===== config.mk =====
export PLATFORM = sky130hd
export DESIGN_NAME = fractional_step_line_walker_core_flat
export DESIGN_NICKNAME = d
export VERILOG_FILES = /design/src/rtl/fslw_pkg.sv /design/src/rtl/fslw_in_if.sv /design/src/rtl/fslw_out_if.sv /design/src/rtl/fslw_front.sv /design/src/rtl/fslw_queue.sv /design/src/rtl/fslw_back.sv /design/src/rtl/fractional_step_line_walker_core.sv /design/src/flat_wrapper.sv
export SDC_FILE = /design/constraint.sdc
export NUM_CORES = 2
export LEC_CHECK = 0
export BUFFER_PORTS_ARGS = -buffer_cell sky130_fd_sc_hd__buf_4
export CAP_MARGIN = 20
export CORE_ASPECT_RATIO = 1.75
export CORE_MARGIN = 1.5
export CORE_UTILIZATION = 52
export DETAILED_ROUTE_END_ITERATION = 8
export GPL_ROUTABILITY_DRIVEN = 0
export PLACE_DENSITY_LB_ADDON = 0.1
export REMOVE_ABC_BUFFERS = 1
export SYNTH_ARGS = -nofsm -noshare
export SYNTH_HDL_FRONTEND = slang
export SYNTH_SLANG_ARGS = --single-unit
export TNS_END_PERCENT = 10

===== constraint.sdc =====
create_clock -name clk_i -period 9.8 [get_ports clk_i]
set_clock_uncertainty 0.15 [all_clocks]
set_input_delay 0.98 -clock clk_i [delete_from_list [all_inputs] [get_ports clk_i]]
set_output_delay 0.98 -clock clk_i [all_outputs]
set_load 0.01 [all_outputs]

===== src/rtl/fslw_pkg.sv =====
package fslw_pkg;

  localparam int MAX_POINTS_DEF = 64;
  localparam int FRAC_BITS_DEF  = 16;
  localparam int COORD_W        = 10;
  localparam int LIMIT_W        = 10;
  localparam int MAP_W          = 10;
  localparam int CFG_IDX_W      = 2;
  localparam int CFG_DATA_W     = 10;
  localparam logic [MAP_W-1:0] MAP_RESET = 10'd512;

  typedef enum logic [CFG_IDX_W-1:0] {
    REG_MAP_WIDTH  = 2'd0,
    REG_MAP_HEIGHT = 2'd1
  } cfg_reg_e;

  typedef struct packed {
    logic [MAP_W-1:0] w;
    logic [MAP_W-1:0] h;
  } map_cfg_t;

  // classified request handed from front to back
  typedef struct packed {
    logic signed [COORD_W-1:0] ox;
    logic signed [COORD_W-1:0] oy;
    logic signed [COORD_W-1:0] tx;
    logic signed [COORD_W-1:0] ty;
    logic                      stop;
    logic [LIMIT_W-1:0]        limit;
    logic                      allow;
    logic                      same;
  } job_t;

  typedef enum logic [2:0] {
    F_IDLE,
    F_SQRT,
    F_LOAD,
    F_DIV,
    F_PUSH
  } front_state_e;

  typedef enum logic [1:0] {
    B_IDLE,
    B_WALK,
    B_FLUSH
  } back_state_e;

endpackage


===== src/rtl/fslw_in_if.sv =====
interface fslw_in_if;
  logic                                valid;
  logic                                ready;
  logic signed [fslw_pkg::COORD_W-1:0] origin_x;
  logic signed [fslw_pkg::COORD_W-1:0] origin_y;
  logic signed [fslw_pkg::COORD_W-1:0] target_x;
  logic signed [fslw_pkg::COORD_W-1:0] target_y;
  logic                                stop_at_target;
  logic [fslw_pkg::LIMIT_W-1:0]        travel_limit;
  logic                                allow_outside;

  modport source (output valid, origin_x, origin_y, target_x, target_y, stop_at_target,
                  travel_limit, allow_outside, input ready);
  modport sink (input valid, origin_x, origin_y, target_x, target_y, stop_at_target,
                travel_limit, allow_outside, output ready);
endinterface


===== src/rtl/fslw_out_if.sv =====
interface fslw_out_if;
  logic                                valid;
  logic                                ready;
  logic signed [fslw_pkg::COORD_W-1:0] point_x;
  logic signed [fslw_pkg::COORD_W-1:0] point_y;
  logic                                point_valid;
  logic                                last_point;

  modport source (output valid, point_x, point_y, point_valid, last_point, input ready);
  modport sink (input valid, point_x, point_y, point_valid, last_point, output ready);
endinterface


===== src/rtl/fslw_front.sv =====
module fslw_front #(
  parameter int FRAC_BITS = fslw_pkg::FRAC_BITS_DEF
) (
  input  logic                        clk_i,
  input  logic                        rst_ni,
  fslw_in_if.sink                     in_ch,
  output logic                        job_valid_o,
  input  logic                        job_ready_i,
  output fslw_pkg::job_t              job_o,
  output logic signed [FRAC_BITS-1:0] ix_o,
  output logic signed [FRAC_BITS-1:0] iy_o
);

  localparam int SQ_W  = 38;
  localparam int H_W   = 19;
  localparam int DEN_W = 25;
  localparam int DW    = FRAC_BITS + 20;
  localparam int CNT_W = $clog2(DW);

  fslw_pkg::front_state_e state_q, state_d;
  fslw_pkg::job_t         job_q;
  logic signed [10:0]     dx_q, dy_q;
  logic [SQ_W-1:0]        v_q, res_q, bit_q;
  logic                   axis_q;
  logic [CNT_W-1:0]       cnt_q;
  logic [DEN_W-1:0]       den2_q, rem_q;
  logic [DW-1:0]          dvd_q, quo_q;
  logic signed [FRAC_BITS-1:0] ix_q, iy_q;

  logic               acc;
  logic signed [10:0] dx_n, dy_n;
  logic [21:0]        sq_n;
  logic [SQ_W-1:0]    trial;
  logic [H_W-1:0]     h;
  logic [DEN_W-1:0]   den_ext;
  logic signed [10:0] d_sel;
  logic [10:0]        mag;
  logic [DEN_W:0]     r_try;
  logic               qbit;
  logic [DW-1:0]      quo_n;
  logic signed [FRAC_BITS-1:0] inc;
  logic               div_last;

  assign acc  = in_ch.valid && in_ch.ready;
  assign dx_n = 11'(in_ch.target_x) - 11'(in_ch.origin_x);
  assign dy_n = 11'(in_ch.target_y) - 11'(in_ch.origin_y);
  assign sq_n = 22'(dx_n * dx_n) + 22'(dy_n * dy_n);

  assign trial   = res_q + bit_q;
  assign h       = res_q[H_W-1:0];
  assign den_ext = (DEN_W'(h) << 4) + (DEN_W'(h) << 3) + DEN_W'(h);
  assign d_sel   = axis_q ? dy_q : dx_q;
  assign mag     = d_sel[10] ? 11'(-d_sel) : 11'(d_sel);

  assign r_try    = {rem_q, dvd_q[DW-1]};
  assign qbit     = r_try >= {1'b0, den2_q};
  assign quo_n    = {quo_q[DW-2:0], qbit};
  assign inc      = d_sel[10] ? -$signed(quo_n[FRAC_BITS-1:0])
                              : $signed(quo_n[FRAC_BITS-1:0]);
  assign div_last = cnt_q == CNT_W'(DW - 1);

  always_comb begin
    state_d = state_q;
    case (state_q)
      fslw_pkg::F_IDLE: if (acc) state_d = (dx_n == 0 && dy_n == 0) ? fslw_pkg::F_PUSH
                                                                     : fslw_pkg::F_SQRT;
      fslw_pkg::F_SQRT: if (bit_q[0]) state_d = fslw_pkg::F_LOAD;
      fslw_pkg::F_LOAD: state_d = fslw_pkg::F_DIV;
      fslw_pkg::F_DIV:  if (div_last) state_d = axis_q ? fslw_pkg::F_PUSH : fslw_pkg::F_LOAD;
      fslw_pkg::F_PUSH: if (job_ready_i) state_d = fslw_pkg::F_IDLE;
      default:          state_d = fslw_pkg::F_IDLE;
    endcase
  end

  always_comb begin
    in_ch.ready = state_q == fslw_pkg::F_IDLE;
    job_valid_o = state_q == fslw_pkg::F_PUSH;
  end

  always_ff @(posedge clk_i or negedge rst_ni) begin
    if (!rst_ni) begin
      state_q <= fslw_pkg::F_IDLE;
    end else begin
      state_q <= state_d;
    end
  end

  always_ff @(posedge clk_i) begin
    case (state_q)
      fslw_pkg::F_IDLE: begin
        if (acc) begin
          job_q.ox    <= in_ch.origin_x;
          job_q.oy    <= in_ch.origin_y;
          job_q.tx    <= in_ch.target_x;
          job_q.ty    <= in_ch.target_y;
          job_q.stop  <= in_ch.stop_at_target;
          job_q.limit <= in_ch.travel_limit;
          job_q.allow <= in_ch.allow_outside;
          job_q.same  <= dx_n == 0 && dy_n == 0;
          dx_q        <= dx_n;
          dy_q        <= dy_n;
          v_q         <= SQ_W'(sq_n) << 16;
          res_q       <= '0;
          bit_q       <= SQ_W'(1) << 36;
          axis_q      <= 1'b0;
          ix_q        <= '0;
          iy_q        <= '0;
        end
      end
      fslw_pkg::F_SQRT: begin
        if (v_q >= trial) begin
          v_q   <= v_q - trial;
          res_q <= (res_q >> 1) + bit_q;
        end else begin
          res_q <= res_q >> 1;
        end
        bit_q <= bit_q >> 2;
      end
      fslw_pkg::F_LOAD: begin
        // dividend 2*num + den, divisor 2*den, gives round half away
        den2_q <= den_ext << 1;
        dvd_q  <= (DW'(mag) << (FRAC_BITS + 9)) + DW'(den_ext);
        rem_q  <= '0;
        quo_q  <= '0;
        cnt_q  <= '0;
      end
      fslw_pkg::F_DIV: begin
        rem_q <= qbit ? DEN_W'(r_try - {1'b0, den2_q}) : r_try[DEN_W-1:0];
        dvd_q <= dvd_q << 1;
        quo_q <= quo_n;
        cnt_q <= cnt_q + 1'b1;
        if (div_last) begin
          if (axis_q) iy_q <= inc;
          else        ix_q <= inc;
          axis_q <= 1'b1;
        end
      end
      default: ;
    endcase
  end

  assign job_o = job_q;
  assign ix_o  = ix_q;
  assign iy_o  = iy_q;

endmodule


===== src/rtl/fslw_queue.sv =====
module fslw_queue #(
  parameter int WIDTH = 8
) (
  input  logic             clk_i,
  input  logic             rst_ni,
  input  logic             wr_valid_i,
  output logic             wr_ready_o,
  input  logic [WIDTH-1:0] wr_data_i,
  output logic             rd_valid_o,
  input  logic             rd_ready_i,
  output logic [WIDTH-1:0] rd_data_o
);

  logic [WIDTH-1:0] slot_q [2];
  logic             wp_q, rp_q;
  logic [1:0]       cnt_q;
  logic             push, pop;

  assign wr_ready_o = cnt_q != 2'd2;
  assign rd_valid_o = cnt_q != 2'd0;
  assign push       = wr_valid_i && wr_ready_o;
  assign pop        = rd_valid_o && rd_ready_i;
  assign rd_data_o  = slot_q[rp_q];

  always_ff @(posedge clk_i or negedge rst_ni) begin
    if (!rst_ni) begin
      wp_q  <= 1'b0;
      rp_q  <= 1'b0;
      cnt_q <= 2'd0;
    end else begin
      if (push) wp_q <= ~wp_q;
      if (pop)  rp_q <= ~rp_q;
      cnt_q <= cnt_q + {1'b0, push} - {1'b0, pop};
    end
  end

  always_ff @(posedge clk_i) begin
    if (push) slot_q[wp_q] <= wr_data_i;
  end

endmodule


===== src/rtl/fslw_back.sv =====
module fslw_back #(
  parameter int MAX_POINTS = fslw_pkg::MAX_POINTS_DEF,
  parameter int FRAC_BITS  = fslw_pkg::FRAC_BITS_DEF
) (
  input  logic                        clk_i,
  input  logic                        rst_ni,
  input  logic                        job_valid_i,
  output logic                        job_ready_o,
  input  fslw_pkg::job_t              job_i,
  input  logic signed [FRAC_BITS-1:0] ix_i,
  input  logic signed [FRAC_BITS-1:0] iy_i,
  input  fslw_pkg::map_cfg_t          map_i,
  fslw_out_if.source                  out_ch
);

  localparam int PW = FRAC_BITS + 12;
  localparam int CW = 12;
  localparam int NW = $clog2(MAX_POINTS + 1);

  fslw_pkg::back_state_e state_q, state_d;
  fslw_pkg::job_t        job_q;
  logic signed [PW-1:0]  px_q, py_q, ix_q, iy_q;
  logic signed [9:0]     lx_q, ly_q;
  logic                  have_q;
  logic [NW-1:0]         n_q;
  logic                  ov_q, opv_q, olast_q;
  logic signed [9:0]     ox_q, oy_q;

  logic                  ofree, acc;
  logic signed [PW-1:0]  px_n, py_n;
  logic signed [CW-1:0]  cx, cy, ax, ay, cheb;
  logic                  oor, outmap, newc, full, hit, far, halt, push_old;

  assign ofree = !ov_q || out_ch.ready;
  assign acc   = job_valid_i && job_ready_o;

  assign px_n = px_q + ix_q;
  assign py_n = py_q + iy_q;
  assign cx   = px_n[PW-1:FRAC_BITS];
  assign cy   = py_n[PW-1:FRAC_BITS];

  assign oor    = cx < -12'sd512 || cx > 12'sd511 || cy < -12'sd512 || cy > 12'sd511;
  assign outmap = !job_q.allow && (cx < 0 || cy < 0 ||
                  cx >= $signed({2'b00, map_i.w}) || cy >= $signed({2'b00, map_i.h}));
  assign newc   = !have_q || cx[9:0] != lx_q || cy[9:0] != ly_q;
  assign full   = newc && (n_q + 1'b1) >= NW'(MAX_POINTS);
  assign hit    = job_q.stop && cx[9:0] == job_q.tx && cy[9:0] == job_q.ty;
  assign ax     = (cx - CW'(job_q.ox)) < 0 ? CW'(job_q.ox) - cx : cx - CW'(job_q.ox);
  assign ay     = (cy - CW'(job_q.oy)) < 0 ? CW'(job_q.oy) - cy : cy - CW'(job_q.oy);
  assign cheb   = ax > ay ? ax : ay;
  assign far    = cheb >= $signed({2'b00, job_q.limit});
  assign halt   = oor || outmap || full || hit || far;
  assign push_old = state_q == fslw_pkg::B_WALK && ofree && !oor && !outmap && newc && have_q;

  always_comb begin
    state_d = state_q;
    case (state_q)
      fslw_pkg::B_IDLE:  if (acc) state_d = job_i.same ? fslw_pkg::B_FLUSH : fslw_pkg::B_WALK;
      fslw_pkg::B_WALK:  if (ofree && halt) state_d = fslw_pkg::B_FLUSH;
      fslw_pkg::B_FLUSH: if (ofree) state_d = fslw_pkg::B_IDLE;
      default:           state_d = fslw_pkg::B_IDLE;
    endcase
  end

  always_comb begin
    job_ready_o        = state_q == fslw_pkg::B_IDLE;
    out_ch.valid       = ov_q;
    out_ch.point_x     = ox_q;
    out_ch.point_y     = oy_q;
    out_ch.point_valid = opv_q;
    out_ch.last_point  = olast_q;
  end

  always_ff @(posedge clk_i or negedge rst_ni) begin
    if (!rst_ni) begin
      state_q <= fslw_pkg::B_IDLE;
      ov_q    <= 1'b0;
    end else begin
      state_q <= state_d;
      if (push_old || (state_q == fslw_pkg::B_FLUSH && ofree)) ov_q <= 1'b1;
      else if (out_ch.ready) ov_q <= 1'b0;
    end
  end

  always_ff @(posedge clk_i) begin
    case (state_q)
      fslw_pkg::B_IDLE: begin
        if (acc) begin
          job_q  <= job_i;
          ix_q   <= PW'(ix_i);
          iy_q   <= PW'(iy_i);
          // start at the centre of the origin cell
          px_q   <= (PW'(job_i.ox) <<< FRAC_BITS) + (PW'(1) << (FRAC_BITS - 1));
          py_q   <= (PW'(job_i.oy) <<< FRAC_BITS) + (PW'(1) << (FRAC_BITS - 1));
          lx_q   <= job_i.ox;
          ly_q   <= job_i.oy;
          have_q <= job_i.same;
          n_q    <= '0;
        end
      end
      fslw_pkg::B_WALK: begin
        if (ofree) begin
          px_q <= px_n;
          py_q <= py_n;
          if (push_old) begin
            ox_q    <= lx_q;
            oy_q    <= ly_q;
            opv_q   <= 1'b1;
            olast_q <= 1'b0;
          end
          if (!oor && !outmap && newc) begin
            lx_q   <= cx[9:0];
            ly_q   <= cy[9:0];
            have_q <= 1'b1;
            n_q    <= n_q + 1'b1;
          end
        end
      end
      fslw_pkg::B_FLUSH: begin
        if (ofree) begin
          ox_q    <= have_q ? lx_q : '0;
          oy_q    <= have_q ? ly_q : '0;
          opv_q   <= have_q;
          olast_q <= 1'b1;
        end
      end
      default: ;
    endcase
  end

endmodule


===== src/rtl/fractional_step_line_walker_core.sv =====
// Fixed-point DDA line walker: each request yields the grid cells from the origin toward the
// target in 0.04-cell sub-steps, one result per new cell, last_point on the final one, and a
// single point_valid 0 result for an empty line. A front unit computes the step increments
// with a bit-serial square root and a shared restoring divider run once per axis; the back
// unit then advances one sub-step per cycle while the output is not stalled. A two-entry
// queue between them lets the setup of the next request overlap the walk of the current one.
module fractional_step_line_walker_core #(
  parameter int MAX_POINTS = fslw_pkg::MAX_POINTS_DEF,
  parameter int FRAC_BITS  = fslw_pkg::FRAC_BITS_DEF
) (
  input  logic                              clk_i,
  input  logic                              rst_ni,
  input  logic                              cfg_we_i,
  input  logic [fslw_pkg::CFG_IDX_W-1:0]    cfg_index_i,
  input  logic [fslw_pkg::CFG_DATA_W-1:0]   cfg_data_i,
  fslw_in_if.sink                           in_ch,
  fslw_out_if.source                        out_ch
);

  localparam int QW = $bits(fslw_pkg::job_t) + 2 * FRAC_BITS;

  fslw_pkg::map_cfg_t          map_q;
  logic                        f_valid, f_ready, b_valid, b_ready;
  fslw_pkg::job_t              f_job, b_job;
  logic signed [FRAC_BITS-1:0] f_ix, f_iy, b_ix, b_iy;
  logic [QW-1:0]               q_rd;

  always_ff @(posedge clk_i or negedge rst_ni) begin
    if (!rst_ni) begin
      map_q.w <= fslw_pkg::MAP_RESET;
      map_q.h <= fslw_pkg::MAP_RESET;
    end else if (cfg_we_i) begin
      case (cfg_index_i)
        fslw_pkg::REG_MAP_WIDTH:  map_q.w <= cfg_data_i;
        fslw_pkg::REG_MAP_HEIGHT: map_q.h <= cfg_data_i;
        default: ;
      endcase
    end
  end

  fslw_front #(.FRAC_BITS(FRAC_BITS)) u_front (
    .clk_i, .rst_ni, .in_ch,
    .job_valid_o(f_valid), .job_ready_i(f_ready), .job_o(f_job), .ix_o(f_ix), .iy_o(f_iy)
  );

  fslw_queue #(.WIDTH(QW)) u_queue (
    .clk_i, .rst_ni,
    .wr_valid_i(f_valid), .wr_ready_o(f_ready), .wr_data_i({f_job, f_ix, f_iy}),
    .rd_valid_o(b_valid), .rd_ready_i(b_ready), .rd_data_o(q_rd)
  );

  assign {b_job, b_ix, b_iy} = q_rd;

  fslw_back #(.MAX_POINTS(MAX_POINTS), .FRAC_BITS(FRAC_BITS)) u_back (
    .clk_i, .rst_ni,
    .job_valid_i(b_valid), .job_ready_o(b_ready), .job_i(b_job),
    .ix_i(b_ix), .iy_i(b_iy), .map_i(map_q), .out_ch
  );

  // an empty-line result always closes its line
  a_empty_last: assert property (@(posedge clk_i) disable iff (!rst_ni)
    (out_ch.valid && !out_ch.point_valid) |-> out_ch.last_point)
    else $error("empty-line result without last_point");

  a_empty_zero: assert property (@(posedge clk_i) disable iff (!rst_ni)
    (out_ch.valid && !out_ch.point_valid) |-> (out_ch.point_x == 0 && out_ch.point_y == 0))
    else $error("empty-line result with nonzero cell");

  // the back unit only takes a job it can hold
  a_back_take: assert property (@(posedge clk_i) disable iff (!rst_ni)
    (b_ready && b_valid) |=> !b_ready)
    else $error("back unit took a job while busy");

endmodule

===== src/flat_wrapper.sv =====
// flat-port wrapper written by rule: the top's interface ports become plain ports
module fractional_step_line_walker_core_flat 
#(
  parameter int MAX_POINTS = fslw_pkg::MAX_POINTS_DEF,
  parameter int FRAC_BITS  = fslw_pkg::FRAC_BITS_DEF
)
  (clk_i, rst_ni, cfg_we_i, cfg_index_i, cfg_data_i, in_ch_valid, in_ch_origin_x, in_ch_origin_y, in_ch_target_x, in_ch_target_y, in_ch_stop_at_target, in_ch_travel_limit, in_ch_allow_outside, in_ch_ready, out_ch_valid, out_ch_point_x, out_ch_point_y, out_ch_point_valid, out_ch_last_point, out_ch_ready);
  fslw_in_if in_ch_i ();
  fslw_out_if out_ch_i ();
  input  logic clk_i;
  input  logic rst_ni;
  input  logic cfg_we_i;
  input  logic [fslw_pkg::CFG_IDX_W-1:0] cfg_index_i;
  input  logic [fslw_pkg::CFG_DATA_W-1:0] cfg_data_i;
  input wire logic [$bits(in_ch_i.valid)-1:0] in_ch_valid;
  input wire logic [$bits(in_ch_i.origin_x)-1:0] in_ch_origin_x;
  input wire logic [$bits(in_ch_i.origin_y)-1:0] in_ch_origin_y;
  input wire logic [$bits(in_ch_i.target_x)-1:0] in_ch_target_x;
  input wire logic [$bits(in_ch_i.target_y)-1:0] in_ch_target_y;
  input wire logic [$bits(in_ch_i.stop_at_target)-1:0] in_ch_stop_at_target;
  input wire logic [$bits(in_ch_i.travel_limit)-1:0] in_ch_travel_limit;
  input wire logic [$bits(in_ch_i.allow_outside)-1:0] in_ch_allow_outside;
  output wire logic [$bits(in_ch_i.ready)-1:0] in_ch_ready;
  output wire logic [$bits(out_ch_i.valid)-1:0] out_ch_valid;
  output wire logic [$bits(out_ch_i.point_x)-1:0] out_ch_point_x;
  output wire logic [$bits(out_ch_i.point_y)-1:0] out_ch_point_y;
  output wire logic [$bits(out_ch_i.point_valid)-1:0] out_ch_point_valid;
  output wire logic [$bits(out_ch_i.last_point)-1:0] out_ch_last_point;
  input wire logic [$bits(out_ch_i.ready)-1:0] out_ch_ready;
  assign in_ch_i.valid = in_ch_valid;
  assign in_ch_i.origin_x = in_ch_origin_x;
  assign in_ch_i.origin_y = in_ch_origin_y;
  assign in_ch_i.target_x = in_ch_target_x;
  assign in_ch_i.target_y = in_ch_target_y;
  assign in_ch_i.stop_at_target = in_ch_stop_at_target;
  assign in_ch_i.travel_limit = in_ch_travel_limit;
  assign in_ch_i.allow_outside = in_ch_allow_outside;
  assign in_ch_ready = in_ch_i.ready;
  assign out_ch_valid = out_ch_i.valid;
  assign out_ch_point_x = out_ch_i.point_x;
  assign out_ch_point_y = out_ch_i.point_y;
  assign out_ch_point_valid = out_ch_i.point_valid;
  assign out_ch_last_point = out_ch_i.last_point;
  assign out_ch_i.ready = out_ch_ready;
  fractional_step_line_walker_core #(.MAX_POINTS(MAX_POINTS), .FRAC_BITS(FRAC_BITS)) u_core (.clk_i(clk_i), .rst_ni(rst_ni), .cfg_we_i(cfg_we_i), .cfg_index_i(cfg_index_i), .cfg_data_i(cfg_data_i), .in_ch(in_ch_i), .out_ch(out_ch_i));
endmodule

Word-level counts from Yosys, hierarchy flattened
Memories as Yosys holds them, arrays and structs flattened.
Index checks and enable logic that the tools add are counted.
W data, S select, Z words.

operators by class
  magnitude comparators = 15
  reductions and logical operators = 62
  mux-type cells = 85
  add/subtract/negate cells = 26
  multipliers = 2
  eq/ne operators = 26
  bitwise logic cells = 2

operator list
  cell                      number
  $pmux W38 S2              3
  $mux W38                  5
  $mux W10                  14
  $mux W28                  4
  $pmux W28 S2              2
  $mux W16                  6
  $pmux W10 S2              4
  $pmux W36 S2              1
  $logic_not A32 Y1         2
  $pmux W16 S2              2
  $add A28 B16 Y28          2
  $add A26 B17 Y27 const B  2
  $pmux W25 S2              1
  $mul A11 B11 Y22          2
  $add A37 B38 Y38          1
  $add A38 B38 Y38          1
  $ge A38 B38 Y1            1
  $sub A38 B38 Y38          1
  $add A36 B25 Y36          1
  $ge A12 B11 Y1            3
  $mux W12                  3
  $pmux W15 S2              1
  $ge A26 B25 Y1            1
  $lt A13 B1 Y1 const B     2
  other kinds (50)          153

storage, ports and cells
  word-level logic and storage cells = 267
  bits in registers = 548
  output and inout bits = 24
  memories = 1
  input bits = 69
  bits in writable memories = 170

memory list
  memory                 depth  width  rd ports  clocked after Yosys merged registers in  write ports  RTL line          source
  u_core.u_queue.slot_q  2      85     1         0                                        1            fslw_queue.sv:14  logic [WIDTH-1:0] slot_q [2];

Logic depth before layout (Yosys ltp)
  depth after elaboration = 13
  gate-level depth with buffers = 46

Cells and area by module
A second synthesis with hierarchy kept.

second synthesis, totals
  cell total of the unflattened synthesis = 4449
  area, all modules = 49259.7 um^2

modules (own cells, without submodules)
  module                            instances  cells an instance  area each (um^2)  seq. area each (um^2)
  fslw_front                        1          2717               27896.8           9354.0
  fslw_back                         1          1406               14019.7           5780.5
  fslw_queue                        1          282                6535.0            5205.0
  fractional_step_line_walker_core  1          44                 808.3             503.0

Least setup slack after synthesis
OpenSTA, ideal clock, no wires.

  kind = input -> register
  start = in in_ch_target_y[0]
  end = reg u_core.u_front.v_q[37] (data pin)
  required time = 9.382 ns
  data arrival time = 8.979 ns
  stages on the path = 37
  path slack = 0.403 ns
  setup time = 0.268 ns
  cells stage by stage = inv_1 -> ha_1 -> inv_1 -> fa_1 -> a21o_1 -> a21oi_1 -> o21bai_1 -> a21oi_1 -> o21bai_1 -> a21oi_1 -> nor2b_1 -> a2bb2oi_1 -> clkbuf_1 -> clkinv_1 -> nand2_1 -> inv_1 -> fa_1 -> inv_1 -> fa_1 -> fa_1 -> inv_1 -> fa_1 -> inv_1 -> fa_1 -> inv_1 -> fa_1 -> fa_1 -> ha_1 -> a21oi_1 -> o21ai_0 -> a211oi_1 -> nor2_1 -> o21ai_0 -> o21ai_0 -> o41a_1 -> xnor2_1 -> mux2i_1

on the way
  cells in the longest elaborated chain, start to end = 5

RTL lines
  element                      RTL line            source
  start: declaration           flat_wrapper.sv:19  input wire logic [$bits(in_ch_i.target_y)-1:0] in_ch_target_y;
  $sub A10 B10 Y11             fslw_front.sv:46    assign dy_n = 11'(in_ch.target_y) - 11'(in_ch.origin_y);
  via u_core.u_front.dy_n[10]  fslw_front.sv:31    logic signed [10:0] dx_n, dy_n;
  $mul A11 B11 Y22             fslw_front.sv:47    assign sq_n = 22'(dx_n * dx_n) + 22'(dy_n * dy_n);
  $add A22 B22 Y22             fslw_front.sv:47
  $mux W38                     fslw_front.sv:91    if (acc) begin
  $pmux W38 S2                 fslw_front.sv:89    case (state_q)
  end signal: assignment       fslw_front.sv:102   v_q <= SQ_W'(sq_n) << 16;
  end signal: assignment       fslw_front.sv:112   v_q <= v_q - trial;
  end: declaration             fslw_front.sv:23    logic [SQ_W-1:0] v_q, res_q, bit_q;

The timed path passes the listed nets, and every way through them passes these cells. The select of a mux whose other input is x is not followed.
A chain may end at the register's enable or synchronous reset.

Final worst setup path
  start = reg u_core.u_back.py_q[0]
  end = reg u_core.u_back.state_q[1]

on the way
  cells in the longest elaborated chain, start to end = 13
  elaborated cells on any way between the ends = 31
  those cells by class = 4 x add/sub; 7 x order compare; 3 x eq/ne; 2 x mux; 15 x reduce/logical

RTL lines
  element                                                                   RTL line          source
  start: declaration                                                        fslw_back.sv:22   logic signed [PW-1:0] px_q, py_q, ix_q, iy_q;
  start signal: assignment                                                  fslw_back.sv:94   py_q <= (PW'(job_i.oy) <<< FRAC_BITS) + (PW'(1) << (FRAC_BITS - 1));
  start signal: assignment                                                  fslw_back.sv:104  py_q <= py_n;
  $add A28 B16 Y28 *                                                        fslw_back.sv:38   assign py_n = py_q + iy_q;
  parallel branches: the longest is 8 deep, another holds $sub A12 B10 Y13  n/a
  $logic_or A1 B1 Y1 *                                                      fslw_back.sv:52   assign halt = oor || outmap || full || hit || far;
  $logic_and A1 B1 Y1 *                                                     fslw_back.sv:59   fslw_pkg::B_WALK: if (ofree && halt) state_d = fslw_pkg::B_FLUSH;
  $ne A2 B1 Y1 (no line) *                                                  n/a
  $reduce_and A3 Y1 (no line) *                                             n/a
  end signal: assignment                                                    fslw_back.sv:76   state_q <= fslw_pkg::B_IDLE;
  end signal: assignment                                                    fslw_back.sv:79   state_q <= state_d;
  end: declaration                                                          fslw_back.sv:20   fslw_pkg::back_state_e state_q, state_d;

Every way passes the cells marked *.

==> qor.yml <==
io_buffer_count: 92
cp_slowest_cell: "fa_1"
r2r_cells: 46
clkLatencyLatePin_ps: 650
synth.cell_area_um2: 48200
status: "complete, no violations"
setup_viol_count_final: 0
vias_per_cell: 5.63
seq_area_frac_synth_pct: 43.2
overflow: 0
synth_top_area_share_pct: 41.7
cts.path.max_buffers: 3
drv_slew: 0
wl_um: 118000
async_flop_share_pct: 4.29
antenna_found_initial: 5
synth_top_cell_by_area: "edfxtp_1"
seqCellArea_um2: 20800
grt_max_degree: 91
fin_crit_sh_pct: 93.7
clkTransAtPathRegs_ps: 70
grt.total_usage_pct: 25.7
initialDrtViolationCount: 1650
r2r_slack_ps: 620
setup_tns_ps: 0
r2r_start: "u_core.u_back.py_q[0]$_SDFFCE_PN0P_"
setup.worst_path.start_class: "register"
drc: 0
hp-class: "input pin to asynchronous set/reset pin"
ys_types: 88
cp_max_fo: 10
synth_edf_count: 669
die_x_um: 233
grt_pass1_vias: 34600
placed_cell_area_um2: 51300
fin_crit_ps: 9180
whs_ps: 133
slowest_delay_ps: 420
initial_utilization_pct: 52.5
drt-pass1-iter-count: 5
maxCapViolations: 0
area_growth_pct: 11.2
hold_viol_final: 0
crit_type: "register to register"
dp_cells: 5737
ys_warn_count: 0
cts_num_sinks: 699
cts-root-buf: "clkbuf_16"
slew_headroom_pct: 25.3
n_fill_cell: 7870
postCtsHoldBufs: 0
die_area_um2: 94600
path_common_cell: "a21oi_1"
vias: 33000
rows: 147
cts_tree: "built"
cts_made_buffers: 69
required_ps: 10160
pin_count: 93
drtAntennaViolNets: 0
critPathBufInv: 5
multiInputGateArea_um2: 25200
end_kind: "register"
fin_nets: 5325
core_area_um2: 91800
grt_pass1_wl_um: 186000
ys_ff_latch: 699
rsz0062_at_grt: "no"
drive_gt1_share_pct: 11.5
path_delay_family: "compound AO/OA/AOI/OAI gates"
tightest_slew_ps: 1120
crit_arrival_ps: 9540
ys_top_cells_by_area: "edfxtp_1 (42%), fa_1 (11%), ha_1 (9.7%), inv_1 (3.9%), xnor2_1 (3.0%)"
postSynthAreaPerCell_um2: 10.9
final_area_um2: 53600
fin_cells: 5867
die_h_um: 406
max_freq_ghz: 0.109
wl_per_cell_um: 20.2
r2r_end: "u_core.u_back.state_q[1]$_DFFE_PN0P_"
dp.final_hpwl_um: 92300
cts_htree_levels: 3
syn_inst: 4403
ys.flop_type: "edfxtp_1"
## worst max path at each step
stage	startpoint	endpoint	slack [ps]	cells after the start
2_1_floorplan	u_core.u_front.state_q[2]$_DFFE_PN0P_	u_core.u_front.ix_o[0]$_DFFE_PP_	150	6
3_3_place_gp	in_ch_target_y[0]	u_core.u_front.v_q[37]$_DFFE_PP_	180	36
3_5_place_dp	in_ch_target_y[0]	u_core.u_front.v_q[36]$_DFFE_PP_	100	35
4_1_cts	u_core.u_back.py_q[0]$_SDFFCE_PN0P_	u_core.u_back.state_q[1]$_DFFE_PN0P_	220	43
5_1_grt	u_core.u_back.px_q[1]$_SDFFCE_PN0P_	u_core.u_back.state_q[1]$_DFFE_PN0P_	20	44
6_report	u_core.u_back.py_q[0]$_SDFFCE_PN0P_	u_core.u_back.state_q[1]$_DFFE_PN0P_	620	46
## placed cells by master, fill, tap and decap left out, types with 62 or more instances in the layout
master,Yosys,final
clkbuf_16,0,71
edfxtp_1,669,669
nor2_1,381,378
fa_1,261,261
a21oi_1,265,263
nand2_1,312,308
xnor2_1,166,165
nor3_1,67,66
nor2b_1,74,71
buf_4,1,253
nand3_1,62,62
ha_1,375,373
inv_1,499,497
a21o_1,79,79
xor2_1,135,134
mux2_2,107,107
o21ai_0,174,168
## kinds of logic after synthesis
kind of cell | synth area share [%]
buffers and inverters | 4.88
xor gates and xnor gates | 5.56
DFF | 43.2
and+or+nand+nor | 11.2
muxes | 3.50
AOI/OAI and AO/OA | 11.1
adders and majority gates | 20.6
## worst reg2reg max path, delay by kind of cell, from the launching register on
| kind | cells | cell delay [ps] |
|---|---|---|
| adder cells (fa/ha/maj) | 5 | 1530 |
| XOR/XNOR | 1 | 190 |
| AND/OR/NAND/NOR | 10 | 1610 |
| multiplexers | 1 | 400 |
| AO/OA/AOI/OAI | 24 | 4050 |
| flip-flops | 1 | 380 |
| buffers and inverters | 5 | 780 |
## Yosys cell counts, drive strengths merged (31+ instances only)
cell,n
a211oi,46
a21o,79
a21oi,268
a31oi,50
and2,49
and3,44
clkbuf,89
edfxtp,669
fa,261
ha,375
inv,499
mux2,107
mux2i,48
nand2,312
nand3,62
nand4,31
nor2,381
nor2b,74
nor3,67
o21ai,182
o21bai,34
xnor2,166
xor2,135
## stage by stage
step	setup slack (ps)	util (%)
3_3_place_gp	180	55.8
5_1_grt	18.7	58.4
6_report	616	58.4
3_5_place_dp	96.9	55.8
4_1_cts	219	58.3
2_1_floorplan	154	-
## state kept, by name, indices dropped and copies added, names as in the netlist, 19 cells and up
| signal | count |
|---|---|
| u_core.u_back.py_q | 28 |
| u_core.u_front.dvd_q | 36 |
| u_core.u_back.job_q | 52 |
| u_core.u_front.v_q | 38 |
| u_core.u_front.rem_q | 25 |
| u_core.u_back.px_q | 28 |
| u_core.u_front.den2_q | 24 |
| u_core.u_front.job_o | 53 |
| u_core.map_q | 20 |
| u_core.u_front.bit_q | 19 |
| u_core.u_queue.slot_q | 170 |
| u_core.u_front.res_q | 38 |
## routing by layer
layer,GRT usage (%),share of wire (%)
met1,26.6,36
met4,14.7,6.3
met5,0,0.038
met3,3.35,3.4
met2,48.7,55
## area by class of cell
type                       instances  share of cell area, %
sequential                       699                   38.9
tap                             1192                   2.78
clock buffer                      84                   3.42
timing repair buffer             255                   3.61
multi-input combinational       3084                   47.0
antenna                            4                 0.0187
inverter                         511                   3.58
clock inverter                    38                  0.723
## timing repair
item / in CTS / in global routing
gates resized for setup: 0 / 22
buffers inserted: 0 / 3
endpoints found under the setup margin: 0 / 2
Power is not shown: default switching activity piles up to over one toggle a cycle in this logic, so the estimate is an artifact.
